==> src/rtl/core/tap_pkg.sv <==
// Shared types, constants and datapath step functions for the two-anchor position solver.
package tap_pkg;

  // Distance limit
  localparam int DIST_BITS = 15;
  localparam logic [31:0] DIST_MAX = 32'((64'd1 << DIST_BITS) - 64'd1);
  localparam logic [14:0] POS_MAX = 15'h7FFF;

  // Configuration register indexes
  localparam int CFG_IDX_BITS = 2;
  localparam logic [CFG_IDX_BITS-1:0] REG_BASELINE  = 2'd0;
  localparam logic [CFG_IDX_BITS-1:0] REG_TOF_FLOOR = 2'd1;
  localparam int CFG_DATA_BITS = 15;

  // Register reset values
  localparam logic [11:0] BASELINE_RST  = 12'd120;
  localparam logic [14:0] TOF_FLOOR_RST = 15'd500;

  // Status codes
  localparam logic [1:0] ST_OK       = 2'd0;
  localparam logic [1:0] ST_BAD_DIST = 2'd1;
  localparam logic [1:0] ST_NO_TRI   = 2'd2;

  // Pipeline depths (two result bits per stage)
  localparam int ROOT_STAGES  = 16;
  localparam int DIV_STAGES   = 16;
  localparam int ROOT2_STAGES = 8;

  // Per-item fields that travel along the pipeline
  typedef struct packed {
    logic [14:0] a;
    logic [14:0] b;
    logic [11:0] c;
    logic        sat;
    logic [1:0]  status;
  } side_t;

  // Square root partial state
  typedef struct packed {
    logic [33:0] rem;
    logic [31:0] root;
  } root_t;

  // Divider partial state
  typedef struct packed {
    logic [11:0] rem;
    logic        q;
  } div_t;

  // One digit of the bitwise integer square root
  function automatic root_t root_step(root_t cur, logic [1:0] pair);
    logic [35:0] r;
    logic [35:0] t;
    logic [35:0] d;
    root_t       res;
    r = {cur.rem, pair};
    t = {2'b00, cur.root, 2'b01};
    d = r - t;
    if (r >= t) begin
      res.rem  = d[33:0];
      res.root = {cur.root[30:0], 1'b1};
    end else begin
      res.rem  = r[33:0];
      res.root = {cur.root[30:0], 1'b0};
    end
    return res;
  endfunction

  // One bit of restoring division by the baseline
  function automatic div_t div_step(logic [11:0] rem, logic nbit, logic [11:0] c);
    logic [12:0] r;
    logic [12:0] d;
    div_t        res;
    r = {rem, nbit};
    d = r - {1'b0, c};
    if (r >= {1'b0, c}) begin
      res.rem = d[11:0];
      res.q   = 1'b1;
    end else begin
      res.rem = r[11:0];
      res.q   = 1'b0;
    end
    return res;
  endfunction

endpackage

==> src/rtl/core/tap_pick.sv <==
// Distance selection for one beacon: floor test, then saturation to the limit.
module tap_pick
  import tap_pkg::*;
(
  input  logic signed [31:0] tof,
  input  logic [31:0]        rssi,
  input  logic [14:0]        tof_floor,
  output logic [14:0]        dist_sel,
  output logic               sat
);

  logic        use_rssi;
  logic [31:0] raw;

  // Signed compare of time of flight against the floor
  assign use_rssi = tof < $signed({17'b0, tof_floor});
  assign raw      = use_rssi ? rssi : tof;

  // Clamp to the distance limit
  assign sat      = raw > DIST_MAX;
  assign dist_sel = sat ? DIST_MAX[14:0] : raw[14:0];

endmodule

==> config.mk <==
export PLATFORM = sky130hd
export DESIGN_NAME = tap_pick
export DESIGN_NICKNAME = d
export VERILOG_FILES = /design/src/rtl/core/tap_pkg.sv /design/src/rtl/core/tap_pick.sv
export SDC_FILE = /design/constraint.sdc
export NUM_CORES = 1
export LEC_CHECK = 0
export BUFFER_PORTS_ARGS = -buffer_cell sky130_fd_sc_hd__clkbuf_2
export CORE_ASPECT_RATIO = 2
export CORE_UTILIZATION = 32
export DETAILED_ROUTE_END_ITERATION = 6
export GPL_TIMING_DRIVEN = 0
export PLACE_DENSITY = 0.91
export SETUP_SLACK_MARGIN = 0.15
export SLEW_MARGIN = 25
export SYNTH_ARGS = -nofsm -noshare
export SYNTH_HDL_FRONTEND = slang
export SYNTH_SLANG_ARGS = --single-unit
==> constraint.sdc <==
create_clock -name vclk -period 2.15
set_input_delay 0.3225 -clock vclk [all_inputs]
set_output_delay 0.3225 -clock vclk [all_outputs]
set_load 0.005 [all_outputs]
==> flow_summary.json <==
{
  "coreArea_um2": 2410,
  "violations": "setup timing",
  "die-area_um2": 2840,
  "maxCapViolCount": 0,
  "die_x_um": 38.2,
  "start_util_pct": 34.8,
  "synthTopCellsByCount": "32 x nor2_1, 15 x inv_1, 15 x mux2i_1",
  "status": "finished with violations",
  "maxSlewViolCount": 0,
  "max-vdd-ir-drop_mv": 0.0817,
  "grt_start_max_net_pins": 11,
  "rows": 25,
  "wl_per_cell_um": 12.5,
  "grt_pass1_wl_mm": 4.43,
  "finalSetupViolations": 16,
  "grt_pass1_vias": 1181,
  "crit_path_end_kind": "output pin",
  "place_congestion": 0.750,
  "antennaDiodeCount": 0,
  "wl_mm": 2.96,
  "synth.most_common_cell": "nor2_1",
  "hold_depth": 4,
  "syn_nets": 203,
  "yosysTopAreaCellShare_pct": 20.9,
  "synthTopCellsByArea": "ha_1 21%, mux2i_1 18%, nor2_1 14%",
  "finalHoldViolations": 0,
  "die_h_um": 74.3,
  "worst_slew_pin_slew_ns": 0.507,
  "place_hpwl_mm": 2.54,
  "yosysWarningCount": 0,
  "detail-route-antenna-nets": 0,
  "overflow": 0,
  "fin_crit_ns": 2.37,
  "seq_area_frac_synth_pct": 0,
  "drt_iter0_drc": 7,
  "post-route-drc-count": 0,
  "nClkBuffers": 0,
  "synth_area_per_cell_um2": 7.61,
  "synth_top_cell_by_area": "ha_1",
  "via_per_inst": 5.11,
  "max_freq_mhz": 423,
  "power.density_nw_per_um2": 139,
  "dp.cells": 232,
  "max_slew_margin_pct": 66.2,
  "rsz0062_at_grt": "true",
  "synth_cell_types": 26,
  "detailedRoute.firstPassIterationCount": 4,
  "cp_max_fo": 3,
  "io_buffer_count": 95,
  "final_net_count": 304,
  "final.setup.worst_slack_ns": -0.217,
  "track_usage_pct": 20.4,
  "syn_area_um2": 837,
  "syn_to_final_growth_pct": 99.3,
  "fin_util_pct": 69.2,
  "cp.required_ns": 1.83,
  "vias": 1205,
  "io_pins": 95,
  "hold_class": "input port to output pin",
  "drive_gt1_share_pct": 65.6,
  "seq_cells": 0,
  "antenna_found_initial": 0,
  "total_leakage_power_nw": 0.820,
  "crit_type": "input port to output pin",
  "seqCellArea_um2": 0,
  "syn_inst": 110,
  "fin_crit_sh_pct": 110,
  "cp-start-kind": "input port",
  "arrival_ns": 2.04,
  "finalNonFillerCells": 236
}
[layout by cell type (no fill, tap or decap), types with 2 or more instances in the layout]
master     n
clkbuf_8   3
ha_4      10
a21oi_2    2
buf_4      3
inv_6      2
buf_2     15
clkbuf_2  75
inv_1      5
buf_6      3
nand4_1    2
clkbuf_1   2
inv_4      4
nor2_1    31
nand2b_1   2
nor4_1     2
mux2i_1   15
nor4_4     4
a21oi_1    2
ha_1       4
inv_2      2
[cell families after synthesis]
family / after synthesis / synth area share, %
buffers and inverters: 19 / 9.42
AOI/OAI and AO/OA: 12 / 13.8
and+or+nand+nor: 49 / 36.6
muxes: 16 / 19.3
adders and majority gates: 14 / 20.9
[area by class of cell]
| cell class | instances | area, um^2 |
|---|---|---|
| repair buffers | 99 | 568 |
| multi-input cells | 91 | 942 |
| inverters | 15 | 96.3 |
| plain buffers | 4 | 27.5 |
| well taps | 27 | 33.8 |
| fillers | 215 | 741 |
[power by group]
part	switching [W]	total [W]	leakage (nW)	internal (W)
clock network	0	0	0	0
registers	0	0	0	0
logic	0.000103	0.000232	0.820	0.000130
total	0.000103	0.000232	0.820	0.000130
[critical path, cell delays in order]
cell	delay [ns]
clkbuf_16	0.12
inv_12	0.03
ha_4	0.25
nand4b_1	0.16
nor2_4	0.19
o2111ai_4	0.14
a31oi_4	0.28
buf_6	0.14
mux2_4	0.29
clkbuf_2	0.12
[through the flow]
stage	instance area, um^2	power, W	TNS (ns)	hold WS, ns	setup slack, ns
finish	1670	0.000232	-2.61	0.979	-0.217
global route	1670	0.000254	-4.34	0.997	-0.349
CTS	1620	0.000224	-2.04	0.985	-0.194
detailed placement	1540	0.000210	-3.71	0.983	-0.330
global placement	1540	0.000200	-3.84	0.978	-0.341
floorplan	1030	0.0000965	0	0.798	0.106
[routing by layer]
metal / global-route usage (%) / wire [um]
met1: 17.2 / 945
met2: 44.6 / 1720
met3: 2.39 / 224
met4: 4.37 / 68
met5: 0 / 0
[worst paths after layout]
path / startpoint / slack (ns) / to
worst max-delay path: tof_floor[13] / -0.22 / sat
worst min-delay path: rssi[13] / 0.98 / dist_sel[13]
[repair_timing]
item / 4_1_cts / 5_1_grt
hold buffers: 0 / 0
resized for setup: 11 / 24
endpoints found under the hold margin: 0 / 0
endpoints found under the setup margin: 16 / 16
pin swaps: 5 / 0
setup buffers: 3 / 1
No activity file was read; power rests on OpenSTA's default activity.
